===== config.mk =====
export PLATFORM = sky130hd
export DESIGN_NAME = apif_tap_cell
export DESIGN_NICKNAME = d
export VERILOG_FILES = /design/src/sv/apif_pkg.sv /design/src/sv/apif_tap_cell.sv
export SDC_FILE = /design/constraint.sdc
export NUM_CORES = 2
export LEC_CHECK = 0
export ABC_AREA = 1
export BUFFER_PORTS_ARGS = -buffer_cell sky130_fd_sc_hd__buf_2
export CORE_MARGIN = 4
export CORE_UTILIZATION = 35
export DETAILED_ROUTE_END_ITERATION = 10
export GPL_TIMING_DRIVEN = 0
export MAX_ROUTING_LAYER = met4
export PLACE_DENSITY = 0.52
export SYNTH_ARGS = -nofsm -noshare
export SYNTH_HDL_FRONTEND = slang
export SYNTH_SLANG_ARGS = --single-unit

===== constraint.sdc =====
create_clock -name clk -period 7.9 [get_ports clk]
set_clock_uncertainty 0.05 [all_clocks]
set_input_delay 1.185 -clock clk [delete_from_list [all_inputs] [get_ports clk]]
set_output_delay 1.185 -clock clk [all_outputs]
set_load 0.02 [all_outputs]

===== src/sv/apif_pkg.sv =====
`timescale 1ns / 1ps
`default_nettype none
// ---------------------------------------------------------------------------
// apif_pkg
// Shared widths, register indexes and types of the all-pole IIR filter.
// ---------------------------------------------------------------------------
package apif_pkg;

  localparam int MAX_ORDER     = 4;   // cells in the chain, 1 to 8
  localparam int SAMPLE_BITS   = 24;  // Q1.23 sample, 16 to 32
  localparam int COEF_BITS     = 24;  // Q4.20 coefficient
  localparam int COEF_FRAC     = 20;
  localparam int NUM_COEF_REGS = 4;   // cells past this carry a zero weight

  localparam int PROD_BITS     = SAMPLE_BITS + COEF_BITS;
  localparam int ACC_BITS      = PROD_BITS + $clog2(MAX_ORDER + 1) + 1;
  localparam int RND_BITS      = ACC_BITS - COEF_FRAC;

  localparam int TDATA_BITS    = ((SAMPLE_BITS + 7) / 8) * 8;
  localparam int CFG_IDX_BITS  = 3;
  localparam int CFG_DATA_BITS = COEF_BITS;
  localparam int ORDER_BITS    = 3;
  // wide enough to compare the order register against MAX_ORDER up to 8
  localparam int ORD_CMP_BITS  = 4;

  localparam logic [CFG_IDX_BITS-1:0] REG_FILTER_ORDER = 3'd0;
  localparam logic [CFG_IDX_BITS-1:0] REG_COEF_ONE     = 3'd1;
  localparam logic [CFG_IDX_BITS-1:0] REG_COEF_TWO     = 3'd2;
  localparam logic [CFG_IDX_BITS-1:0] REG_COEF_THREE   = 3'd3;
  localparam logic [CFG_IDX_BITS-1:0] REG_COEF_FOUR    = 3'd4;

  // per-cell control
  typedef struct packed {
    logic shift;    // take the neighbour's history word
    logic tap_en;   // tap lies within the filter order
    logic coef_we;  // write this cell's coefficient
  } apif_cell_ctl_t;

  // one result beat
  typedef struct packed {
    logic                          clipped;
    logic signed [SAMPLE_BITS-1:0] sample;
  } apif_res_t;

endpackage
`default_nettype wire


===== src/sv/apif_tap_cell.sv =====
`timescale 1ns / 1ps
`default_nettype none
// ---------------------------------------------------------------------------
// apif_tap_cell
// One pole tap: holds one past output and its weight, hands the past output
// on to the next cell and gives the weighted product.
// ---------------------------------------------------------------------------
module apif_tap_cell
  import apif_pkg::*;
(
  input  wire logic                          clk,
  input  wire logic                          rst_n,
  input  wire apif_cell_ctl_t                ctl,
  input  wire logic signed [COEF_BITS-1:0]   coef_wdata,
  input  wire logic signed [SAMPLE_BITS-1:0] hist_in,
  output logic signed [SAMPLE_BITS-1:0]      hist_out,
  output logic signed [PROD_BITS-1:0]        prod
);

  logic signed [SAMPLE_BITS-1:0] hist_r;
  logic signed [SAMPLE_BITS-1:0] hist_nxt;
  logic signed [COEF_BITS-1:0]   coef_r;
  logic signed [COEF_BITS-1:0]   coef_nxt;

  always_comb begin
    hist_nxt = ctl.shift   ? hist_in    : hist_r;
    coef_nxt = ctl.coef_we ? coef_wdata : coef_r;
  end

  always_ff @(posedge clk) begin
    if (!rst_n) begin
      hist_r <= '0;
      coef_r <= '0;
    end else begin
      hist_r <= hist_nxt;
      coef_r <= coef_nxt;
    end
  end

  assign hist_out = hist_r;
  assign prod     = ctl.tap_en ? PROD_BITS'(hist_r * coef_r) : '0;

endmodule
`default_nettype wire


==> impl_metrics.tcl <==
set metrics [dict create \
    initial_core_util_pct 35.26 \
    grtUsageTotal_pct 25.41 \
    synth-adder-area-share_pct 56.10 \
    first_iter_violations 1599 \
    grt_pass1_vias 21690 \
    holdWs_ns 0.5665 \
    setup_viol 16 \
    fin_crit_ns 8.109 \
    syn_inst 3291 \
    grt_pass1_wl_mm 137.2 \
    gp_congestion 0.9992 \
    std_cell_rows 97 \
    worst_pin_slew_ns 1.334 \
    synthSimpleGateAreaFrac_pct 18.37 \
    dieArea_um2 74730 \
    ys_types 33 \
    num_vias 20980 \
    hold_depth 2 \
    grt_max_degree 17 \
    synth-edff-count 0 \
    crit_type "flop to output pin" \
    cts.path.max_buffers 2 \
    grt_overflow_total 0 \
    post-route-period-util_pct 102.6 \
    status "finished, violations left" \
    numCtsBuffers 5 \
    synth_area_per_cell_um2 7.489 \
    p_leak_nw 17.60 \
    max_clock_freq_mhz 123.3 \
    ir_drop_uv 828.5 \
    rsz0062_at_grt "yes" \
    drc 0 \
    drive_above_1_share_pct 21.92 \
    place_hpwl_mm 76.80 \
    r2r_cells 3 \
    ant_nets 0 \
    register_area_um2 1072 \
    min_path_type "flop to flop" \
    seq_area_frac_synth_pct 3.899 \
    clkLatencyLatePin_ns 0.33 \
    die_w_um 273.4 \
    cts_num_sinks 48 \
    synthXorXnorAreaFrac_pct 0.2487 \
    area.growth.synth_to_final_pct 24.43 \
    antenna_found_initial 0 \
    power_density_nw_per_um2 376.9 \
    maxCapViolations 0 \
    required_ns 6.66 \
    fillers 7234 \
    drv_slew 0 \
    hold_buffers 0 \
    hold_viol_final 0 \
    synthFlopType "dfxtp_1" \
    coreArea_um2 69910 \
    cts.root.buffer_cell "clkbuf_16" \
    num_io_pins 125 \
    die_height_um 273.4 \
    synth_top_family_by_area "adder cells" \
    cts.htree.levels 2 \
    async_flop_share_pct 0 \
    antennaDiodeCount 0 \
    utilization_pct 43.87 \
    cts_tree "yes" \
    maxSlewHeadroom_pct 11.08 \
    routedWlPerCell_um 20.39 \
    fin_ws_ns -0.2092 \
    yosysWarnings 0 \
    violations "negative setup slack" \
    worst_setup_path_end_kind "output pin" \
    drt_first_pass_iters 6 \
    multi_input_area_um2 21030 \
    clk_pin_slew_ns 0.08 \
    syn_area_um2 24650 \
    vias_per_cell 4.711 \
    path_max_fanout 11 \
    crit_path_start_kind "flop" \
    port_buffers 123 \
    ys_ff_latch 48 \
    synth.area.mux_share_pct 0 \
    drt_wl_total_mm 90.79 \
    synth_compound_area_share_pct 3.660 \
    cp.arrival_ns 6.87 \
    nets 4306 \
    syn_nets 4085 \
]
==> critical path, stage by stage (launching register included) <==
cell and delay [ns]:
dfxtp_4 0.47, clkbuf_16 0.21, nand2_4 0.05, inv_4 0.06, fa_2 0.46, fa_2 0.67, clkinvlp_4 0.14, fa_1 0.57
clkinvlp_4 0.12, buf_12 0.16, fa_2 0.51, inv_1 0.05, fa_1 0.56, inv_1 0.06, fa_1 0.49, fa_1 0.45
ha_4 0.32, nand2_1 0.10, inv_2 0.08, nand2_2 0.06, nor3_2 0.20, nand2_1 0.09, inv_2 0.07, nand3_2 0.09
nand4_1 0.11, nand2_1 0.06, nor2_2 0.14, buf_6 0.14
==> per-layer routing <==
metal  vias to the layer above  global-route usage [%]  wire, um  share of wire, %
met5                         -                       -         0                 0
met4                         0                   5.255      2540               2.8
met3                        98                   3.331      6455               7.1
met2                       687                   39.82     41810                46
met1                     10610                   35.62     39990                44
li1                       9578                       -         -                 -
==> Yosys cell counts, drive strengths merged (3+ instances only) <==
master,count,share of area [%]
o21bai,7,0.26
o21a,4,0.12
nand2,864,13
nor2,232,3.6
nor3,7,0.14
nand3b,5,0.15
xnor2,5,0.18
inv,1003,15
ha,134,6.8
clkbuf,156,2.4
dfxtp,48,3.9
buf,3,0.056
nand3,44,0.93
nand4,6,0.15
a21boi,3,0.11
a21oi,66,1.4
or2,6,0.15
o21ai,85,1.8
fa,607,49
==> flip-flops by register name, indices dropped and copies added (netlist names) <==
| register | count |
|---|---|
| coef_r | 24 |
| hist_out | 24 |
==> final timing paths <==
| check | start | end | slack [ns] |
|---|---|---|---|
| worst max register to register | coef_r[23] | coef_r[23] | 6.80 |
| worst min-delay path | coef_r[8] | coef_r[8] | 0.57 |
| worst min register to register | coef_r[8] | coef_r[8] | 0.57 |
| worst max-delay path | hist_out[23] | prod[46] | -0.21 |
==> timing repair <==
action	4_1_cts	5_1_grt
buffers inserted	57	64
pin swaps	82	156
endpoints found under the setup margin	37	33
gates resized for setup	611	370
cloned	0	1
==> layout by cell type (no fill, tap or decap), drive strengths merged, types with 2 or more instances in the layout <==
cell,n
a21boi,3
a21oi,66
buf,292
clkbuf,86
clkinvlp,4
dfxtp,48
fa,607
ha,134
inv,1001
nand2,864
nand3,44
nand3b,5
nand4,6
nor2,232
nor3,7
o21a,4
o21ai,85
o21bai,7
or2,6
xnor2,5
xor2,2
==> kinds of logic after synthesis <==
family	count (synthesis)
AND/OR/NAND/NOR	1167
buffers and inverters	1163
adder cells (fa/ha/maj)	741
AO/OA/AOI/OAI	165
flip-flops	48
XOR/XNOR	7
==> power by group <==
group | total (W) | switching (W) | internal [W]
Combinational | 0.0110 | 0.00651 | 0.00445
Sequential | 0.000308 | 0.0000490 | 0.000259
Clock | 0.000295 | 0.000143 | 0.000152
==> cell type report <==
| cell class | count | area share [%] |
|---|---|---|
| multi-input combinational | 2080 | 68.55 |
| inverter | 1004 | 12.34 |
| timing repair buffer | 245 | 5.748 |
| buffer | 128 | 5.467 |
| tap | 940 | 3.835 |
| sequential | 48 | 3.496 |
| clock buffer | 5 | 0.4080 |
| clock inverter | 3 | 0.1509 |
==> per-stage QoR <==
stage	setup TNS [ns]	power (W)	std cells	cell area, um^2	setup WS (ns)
2_1_floorplan	0	0.004898	3291	24650	0.007785
3_3_place_gp	-34.04	0.007448	4354	26440	-1.613
3_5_place_dp	-33.83	0.007434	4354	26440	-1.574
5_1_grt	-5.333	0.01241	4453	30670	-0.3745
6_report	-1.515	0.01156	4453	30670	-0.2092
4_1_cts	-0.7490	0.009790	4392	29110	-0.1861
Note: power is estimated with default switching activity, not from simulation.
