`src/sv/apif_pkg.sv`:
```
`timescale 1ns / 1ps
`default_nettype none
// ---------------------------------------------------------------------------
// apif_pkg
// Shared widths, register indexes and types of the all-pole IIR filter.
// ---------------------------------------------------------------------------
package apif_pkg;

  localparam int MAX_ORDER     = 4;   // cells in the chain, 1 to 8
  localparam int SAMPLE_BITS   = 24;  // Q1.23 sample, 16 to 32
  localparam int COEF_BITS     = 24;  // Q4.20 coefficient
  localparam int COEF_FRAC     = 20;
  localparam int NUM_COEF_REGS = 4;   // cells past this carry a zero weight

  localparam int PROD_BITS     = SAMPLE_BITS + COEF_BITS;
  localparam int ACC_BITS      = PROD_BITS + $clog2(MAX_ORDER + 1) + 1;
  localparam int RND_BITS      = ACC_BITS - COEF_FRAC;

  localparam int TDATA_BITS    = ((SAMPLE_BITS + 7) / 8) * 8;
  localparam int CFG_IDX_BITS  = 3;
  localparam int CFG_DATA_BITS = COEF_BITS;
  localparam int ORDER_BITS    = 3;
  // wide enough to compare the order register against MAX_ORDER up to 8
  localparam int ORD_CMP_BITS  = 4;

  localparam logic [CFG_IDX_BITS-1:0] REG_FILTER_ORDER = 3'd0;
  localparam logic [CFG_IDX_BITS-1:0] REG_COEF_ONE     = 3'd1;
  localparam logic [CFG_IDX_BITS-1:0] REG_COEF_TWO     = 3'd2;
  localparam logic [CFG_IDX_BITS-1:0] REG_COEF_THREE   = 3'd3;
  localparam logic [CFG_IDX_BITS-1:0] REG_COEF_FOUR    = 3'd4;

  // per-cell control
  typedef struct packed {
    logic shift;    // take the neighbour's history word
    logic tap_en;   // tap lies within the filter order
    logic coef_we;  // write this cell's coefficient
  } apif_cell_ctl_t;

  // one result beat
  typedef struct packed {
    logic                          clipped;
    logic signed [SAMPLE_BITS-1:0] sample;
  } apif_res_t;

endpackage
`default_nettype wire

```
`src/sv/apif_out_skid.sv`:
```
`timescale 1ns / 1ps
`default_nettype none
// ---------------------------------------------------------------------------
// apif_out_skid
// Two-entry result buffer: output register plus skid register, so the
// input side can still take one beat while a result waits.
// ---------------------------------------------------------------------------
module apif_out_skid
  import apif_pkg::*;
(
  input  wire logic      clk,
  input  wire logic      rst_n,
  input  wire logic      push,
  input  wire apif_res_t push_data,
  output logic           push_ready,
  output logic           out_valid,
  input  wire logic      out_ready,
  output apif_res_t      out_data
);

  logic      out_valid_r;
  logic      out_valid_nxt;
  logic      skid_valid_r;
  logic      skid_valid_nxt;
  apif_res_t out_data_r;
  apif_res_t out_data_nxt;
  apif_res_t skid_data_r;
  apif_res_t skid_data_nxt;
  logic      pop;

  assign pop = out_valid_r && out_ready;

  always_comb begin
    out_valid_nxt  = out_valid_r;
    skid_valid_nxt = skid_valid_r;
    out_data_nxt   = out_data_r;
    skid_data_nxt  = skid_data_r;
    if (skid_valid_r) begin
      if (pop) begin
        out_data_nxt   = skid_data_r;
        skid_valid_nxt = 1'b0;
      end
    end else if (push) begin
      if (!out_valid_r || pop) begin
        out_data_nxt  = push_data;
        out_valid_nxt = 1'b1;
      end else begin
        skid_data_nxt  = push_data;
        skid_valid_nxt = 1'b1;
      end
    end else if (pop) begin
      out_valid_nxt = 1'b0;
    end
  end

  always_ff @(posedge clk) begin
    if (!rst_n) begin
      out_valid_r  <= 1'b0;
      skid_valid_r <= 1'b0;
    end else begin
      out_valid_r  <= out_valid_nxt;
      skid_valid_r <= skid_valid_nxt;
    end
    out_data_r  <= out_data_nxt;
    skid_data_r <= skid_data_nxt;
  end

  assign push_ready = !skid_valid_r;
  assign out_valid  = out_valid_r;
  assign out_data   = out_data_r;

`ifndef ASSERT_OFF
  a_skid_implies_out: assert property (@(posedge clk) disable iff (!rst_n)
    skid_valid_r |-> out_valid_r)
    else $error("skid entry held with output register empty");

  a_no_push_when_full: assert property (@(posedge clk) disable iff (!rst_n)
    push |-> !skid_valid_r)
    else $error("beat pushed into a full buffer");

  a_skid_moves_up: assert property (@(posedge clk) disable iff (!rst_n)
    rst_n && skid_valid_r && pop |=> out_data_r == $past(skid_data_r))
    else $error("skid entry lost on drain");
`endif

endmodule
`default_nettype wire

```
`config.mk`:
```
export PLATFORM = sky130hd
export DESIGN_NAME = apif_out_skid
export DESIGN_NICKNAME = d
export VERILOG_FILES = /design/src/sv/apif_pkg.sv /design/src/sv/apif_out_skid.sv
export SDC_FILE = /design/constraint.sdc
export NUM_CORES = 1
export LEC_CHECK = 0
export BUFFER_PORTS_ARGS = -buffer_cell sky130_fd_sc_hd__buf_2
export CORE_ASPECT_RATIO = 0.5
export CORE_MARGIN = 2
export CORE_UTILIZATION = 36
export DETAILED_ROUTE_END_ITERATION = 12
export PLACE_DENSITY = 0.68
export SYNTH_ARGS = -nofsm -noshare
export SYNTH_HDL_FRONTEND = slang
export SYNTH_SLANG_ARGS = --single-unit
```
`constraint.sdc`:
```
create_clock -name clk -period 3.3 [get_ports clk]
set_clock_uncertainty 0.1 [all_clocks]
set_input_delay 0.165 -clock clk [delete_from_list [all_inputs] [get_ports clk]]
set_output_delay 0.165 -clock clk [all_outputs]
set_load 0.05 [all_outputs]
```
==> results of run 1 <==
sequential cells by signal, indices dropped and copies added, names as in the netlist:
| register | flops |
|---|---|
| out_data | 25 |
| out_valid | 1 |
| skid_data_r | 25 |
| skid_valid_r | 1 |
repair_timing:
item / 4_1_cts / 5_1_grt
setup buffers: 0 / 0
resized for setup: 0 / 0
hold buffers: 27 / 0
hold endpoints to repair: 26 / 0
Yosys cell counts (all sizes together):
| cell | count |
|---|---|
| a211oi | 1 |
| buf | 3 |
| nand3b | 1 |
| inv | 3 |
| nand2 | 1 |
| o21ai | 1 |
| a21oi | 2 |
| mux2i | 1 |
| nor2b | 1 |
| dfxtp | 2 |
| edfxtp | 50 |
| and4 | 1 |
| mux2 | 25 |
worst paths after layout:
kind                   start            to  slack (ps)
max             skid_valid_r  skid_valid_r        1580
min                    rst_n     out_valid          40
max reg2reg     skid_valid_r  skid_valid_r        1580
min reg2reg  skid_data_r[18]  out_data[18]         460
cell usage in the layout, fill, tap and decap left out, drive strengths merged, types with 2 or more instances in the layout:
cell         instances
dfxtp                2
mux2                25
a21oi                2
inv                  3
dlygate4sd3         27
buf                 58
edfxtp              50
clkbuf               7
cell families (layout without fill, tap and decap cells):
| group | Yosys count | count (layout) | share of synthesized area, % |
|---|---|---|---|
| compound gates | 4 | 4 | 1.169 |
| mux | 26 | 26 | 15.13 |
| simple gates | 4 | 4 | 1.364 |
| buf+inv | 6 | 96 | 2.337 |
| flops | 52 | 52 | 80.00 |
layout make-up:
class / instances / area (um^2) / share of cell area [%]
clock buffers: 7 / 86.33 / 3.262
clock inverters: 1 / 7.507 / 0.2837
inverters: 3 / 11.26 / 0.4255
multi-input cells: 34 / 344.1 / 13.00
flip-flops and latches: 52 / 1541 / 58.25
well taps: 70 / 87.58 / 3.310
repair buffers: 85 / 568.0 / 21.47
layer usage:
metal	vias to the layer above	track usage (%)
met4	0	5.861
li1	535	-
met3	9	3.279
met1	532	13.60
met2	20	20.61
met5	-	0
critical path, cell delays in order (launching register included):
cell,delay (ps)
dfxtp_1,360
buf_4,350
a21oi_1,90
a211oi_1,190
dlygate4sd3_1,580
power by group:
| part | switching (mW) | internal, mW | leakage (nW) | total, mW |
|---|---|---|---|---|
| logic | 0.158 | 0.0808 | 0.466 | 0.239 |
| clock network | 0.195 | 0.171 | 0.0445 | 0.366 |
| registers | 0.0113 | 0.770 | 0.485 | 0.782 |
==> qor.yml, run 1 <==
outcome:
  outcome: "completed"
floorplan:
  die_x_um: 107.5
  ios: 56
  start_util_pct: 38.19
  core-area_um2: 5045
  die_y_um: 55.73
  rows: 18
  dieArea_um2: 5989
power:
  p_leak_nw: 0.9949
  ir_worst_vdd_uv: 203.5
  power_mw: 1.386
  power-per-cell-area_nw_per_um2: 523.8
timing:
  finalCritPeriodShare_pct: 52.08
  fin_ws_ps: 1581
  slew_headroom_pct: 74.99
  min_period_ps: 1719
  hold_viol: 0
  tightest_slew_ps: 375.2
  finalMaxSlewViolations: 0
  rsz0062_at_grt: "no"
  fin_tns_setup_ps: 0
  whs_ps: 37.83
  setup_viol: 0
  fmax_ghz: 0.5818
synthesis:
  yosys_register_bits: 52
  avgSynthCellArea_um2: 20.94
  ys_seq_area_share_pct: 80.00
  synth.distinct_cells: 13
  synth_top_cell_by_area: "edfxtp_1"
  syn_nets: 121
  yosys-top-cells-area: "edfxtp_1, mux2_2, dfxtp_1"
  synth_top_area_share_pct: 77.92
  yosys_warnings: 0
  synth_cells: 92
  syn_area_um2: 1927
place:
  hpwl_mm: 2.234
  pre_cts_ws_ps: 1620
  dpl_cell_area_um2: 2282
  dp.cells: 217
  portBuffers: 55
  gp_congestion: 0.6551
clocking:
  cts_buffers: 5
  clkTransAtPathRegs_ps: 90
  clock-sinks: 52
  clk_latency_ps: 300
  cts_tree: "yes"
  root_buffer: "clkbuf_8"
  cts_max_level: 2
  cts.path.max_buffers: 2
layout:
  final_nets: 210
  drive_gt1_share_pct: 50.00
  finish.utilization_pct: 52.46
  n_antenna_cell: 0
  fin_cells: 252
  num-fill-cells: 429
  design_area_um2: 2646
  syn_to_final_growth_pct: 37.34
global_routing:
  grt_use_total_pct: 11.87
  grt_pass1_wl_mm: 5.340
  grt_pass1_vias: 1131
  overflow: 0
  grt_max_degree: 30
  antenna_found_initial: 0
worst_setup_path:
  crit_fanout: 29
  reg2regPathDepth: 4
  crit_path_end_kind: "register"
  worstPathRequired_ps: 3450
  worst-setup-path-type: "register to register"
  crit_arrival_ps: 1870
  start_kind: "register"
drt:
  postRouteAntennaNets: 0
  drc_errors: 0
  wl_per_cell_um: 13.58
  dr_wl_met3_um: 138
  dr_wl_met2_mm: 1.787
  drt-initial-drc-count: 28
  wirelength_mm: 3.422
  route.top_layer_used: "met4"
  viasPerCell: 4.349
  drt-met1-wl_mm: 1.428
  firstDrtPassIters: 4
  vias: 1096
hold_path:
  hold_depth: 3
  min_path_type: "input port to register"
flow_run:
  cap_violations: 0
No activity file was read; power rests on OpenSTA's default activity.
==> run 2, diff against run 1 <==
- clock period: 3.3 -> 1.7 ns (I/O delays scaled with it)
==> qor.yml, run 2 (same netlist as run 1, synthesis figures left out) <==
outcome:
  outcome: "completed"
drt:
  wl_per_cell_um: 13.31  # -2.0%
  vias: 1107  # +1.0%
  drt-initial-drc-count: 19  # -32%
  firstDrtPassIters: 4  # unchanged
  drc_errors: 0  # unchanged
  postRouteAntennaNets: 0  # unchanged
  viasPerCell: 4.324  # -0.57%
  wirelength_mm: 3.407  # -0.44%
flow_run:
  cap_violations: 0  # unchanged
power:
  power-per-cell-area_nw_per_um2: 1034  # +97%
  p_leak_nw: 1.026  # +3.1%
  ir_worst_vdd_uv: 422.4  # +110%
worst_setup_path:
  crit_fanout: 8  # -72%
  r2r_start: "skid_valid_r"
  slowest_stage: "dlygate4sd3_1"
  reg2reg_to: "out_valid"
  crit_path_max_incr_delay_ps: 560  # -20 ps
  start_kind: "register"
  reg2regPathDepth: 4  # unchanged
  worst-setup-path-type: "register to register"
  path_cells: "buf_4, nand3b_1, o21ai_0, dlygate4sd3_1"
  crit_path_end_kind: "register"
  crit_arrival_ps: 1660  # -210 ps
  worstPathRequired_ps: 1790  # -1660 ps
  ff2ff_setup_slack_ps: 130  # -1450 ps
timing:
  setup_viol: 0  # unchanged
  tightest_slew_ps: 360.5  # -14.65 ps
  finalCritPeriodShare_pct: 92.50  # +40 points
  hold_viol: 0  # unchanged
  slew_headroom_pct: 75.97  # +0.98 points
  rsz0062_at_grt: "no"
  fin_tns_setup_ps: 0  # unchanged
  finalMaxSlewViolations: 0  # unchanged
  min_period_ps: 1572  # -146.2 ps
  fmax_ghz: 0.6359  # +9.3%
place:
  dp.cells: 219  # +0.92%
  gp_congestion: 0.7353  # +12%
  portBuffers: 55  # unchanged
  hpwl_mm: 2.275  # +1.8%
layout:
  drive_gt1_share_pct: 50.54  # +0.54 points
  n_antenna_cell: 0  # unchanged
  layout.cells.most_common_list: "buf_2, edfxtp_1, dlygate4sd3_1, mux2_2"
  fin_cells: 256  # +1.6%
  final_nets: 214  # +1.9%
  syn_to_final_growth_pct: 40.39
  final_common_cell: "buf_2"
global_routing:
  grt_max_degree: 26  # -13%
  overflow: 0  # unchanged
  grt_pass1_wl_mm: 5.326  # -0.26%
  grt_use_total_pct: 11.68  # -0.19 points
  antenna_found_initial: 0  # unchanged
  grt_pass1_vias: 1123  # -0.71%
clocking:
  root_buffer: "clkbuf_8"
  cts_tree: "yes"
  cts_buffers: 5  # unchanged
  postCtsSetupBuffers: 0  # unchanged
  cts_max_level: 2  # unchanged
  clkTransAtPathRegs_ps: 90  # about the same
  clk_latency_ps: 290  # about the same
  cts.path.max_buffers: 2  # unchanged
  clock-sinks: 52  # unchanged
floorplan:
  die_x_um: 107.5  # unchanged
  rows: 18  # unchanged
  dieArea_um2: 5989  # unchanged
  start_util_pct: 38.19  # unchanged
  die_y_um: 55.73  # unchanged
  core-area_um2: 5045  # unchanged
  ios: 56  # unchanged
hold_path:
  hold_depth: 2  # -1
  min_to: "skid_data_r[11]"
  min_path_type: "input port to register"
  hp-start: "push"
[run 2: what timing repair did]
action | 4_1_cts | 5_1_grt
endpoints found under the setup margin | 0 | 0
hold buffers | 29 | 0
resized for setup | 0 | 0
endpoints found under the hold margin | 34 | 0
[run 2: critical path, delay by kind of cell (launching register included)]
kind | cells | cell delay, ps
buffers and inverters | 2 | 760
flip-flops | 1 | 410
AND/OR/NAND/NOR | 1 | 120
AO/OA/AOI/OAI | 1 | 80
[run 2: final cells by class]
class | instances | area, um^2
fill | 430 | 2340
sequential | 52 | 1543
timing repair buffer | 89 | 603.1
multi-input combinational | 34 | 354.1
tap | 70 | 87.58
clock buffer | 5 | 68.82
clock inverter | 3 | 37.54
inverter | 3 | 11.26
[run 2: worst max path at each step]
| stage | startpoint | end | slack [ps] |
|---|---|---|---|
| floorplan | skid_valid_r | skid_data_r[0] | 3 |
| global placement | skid_valid_r | skid_data_r[8] | 370 |
| detailed placement | skid_valid_r | skid_data_r[8] | 350 |
| CTS | skid_valid_r | skid_valid_r | 130 |
| global route | skid_valid_r | skid_valid_r | 30 |
| finish | skid_valid_r | out_valid | 130 |
[run 2: stage by stage]
step / area, um^2 / setup WS [ps] / hold WS, ps / total power, mW / util, %
3_5_place_dp: 2308 / 347.5 / 178.2 / 1.976 / 45.76
4_1_cts: 2705 / 126.0 / 293.7 / 2.822 / 53.62
6_report: 2705 / 127.5 / 289.1 / 2.797 / 53.62
5_1_grt: 2705 / 32.29 / 298.0 / 2.880 / 53.62
3_3_place_gp: 2308 / 366.6 / 175.4 / 1.967 / 45.76
2_1_floorplan: 1942 / 2.748 / 82.17 / 1.854 / -
[run 2: power breakdown]
group	internal (mW)	switching (mW)	total, mW
registers	1.50	0.0220	1.52
clock network	0.429	0.373	0.802
logic	0.169	0.309	0.477
total	2.09	0.704	2.80
[run 2: metal layers]
metal	wire length [um]	share of wire [%]	GRT usage, %	up-vias
met5	0	0	0	-
met4	27	0.79	4.945	0
met3	141	4.1	3.513	4
met2	1708	50	19.26	20
met1	1530	45	14.42	537
li1	-	-	-	546
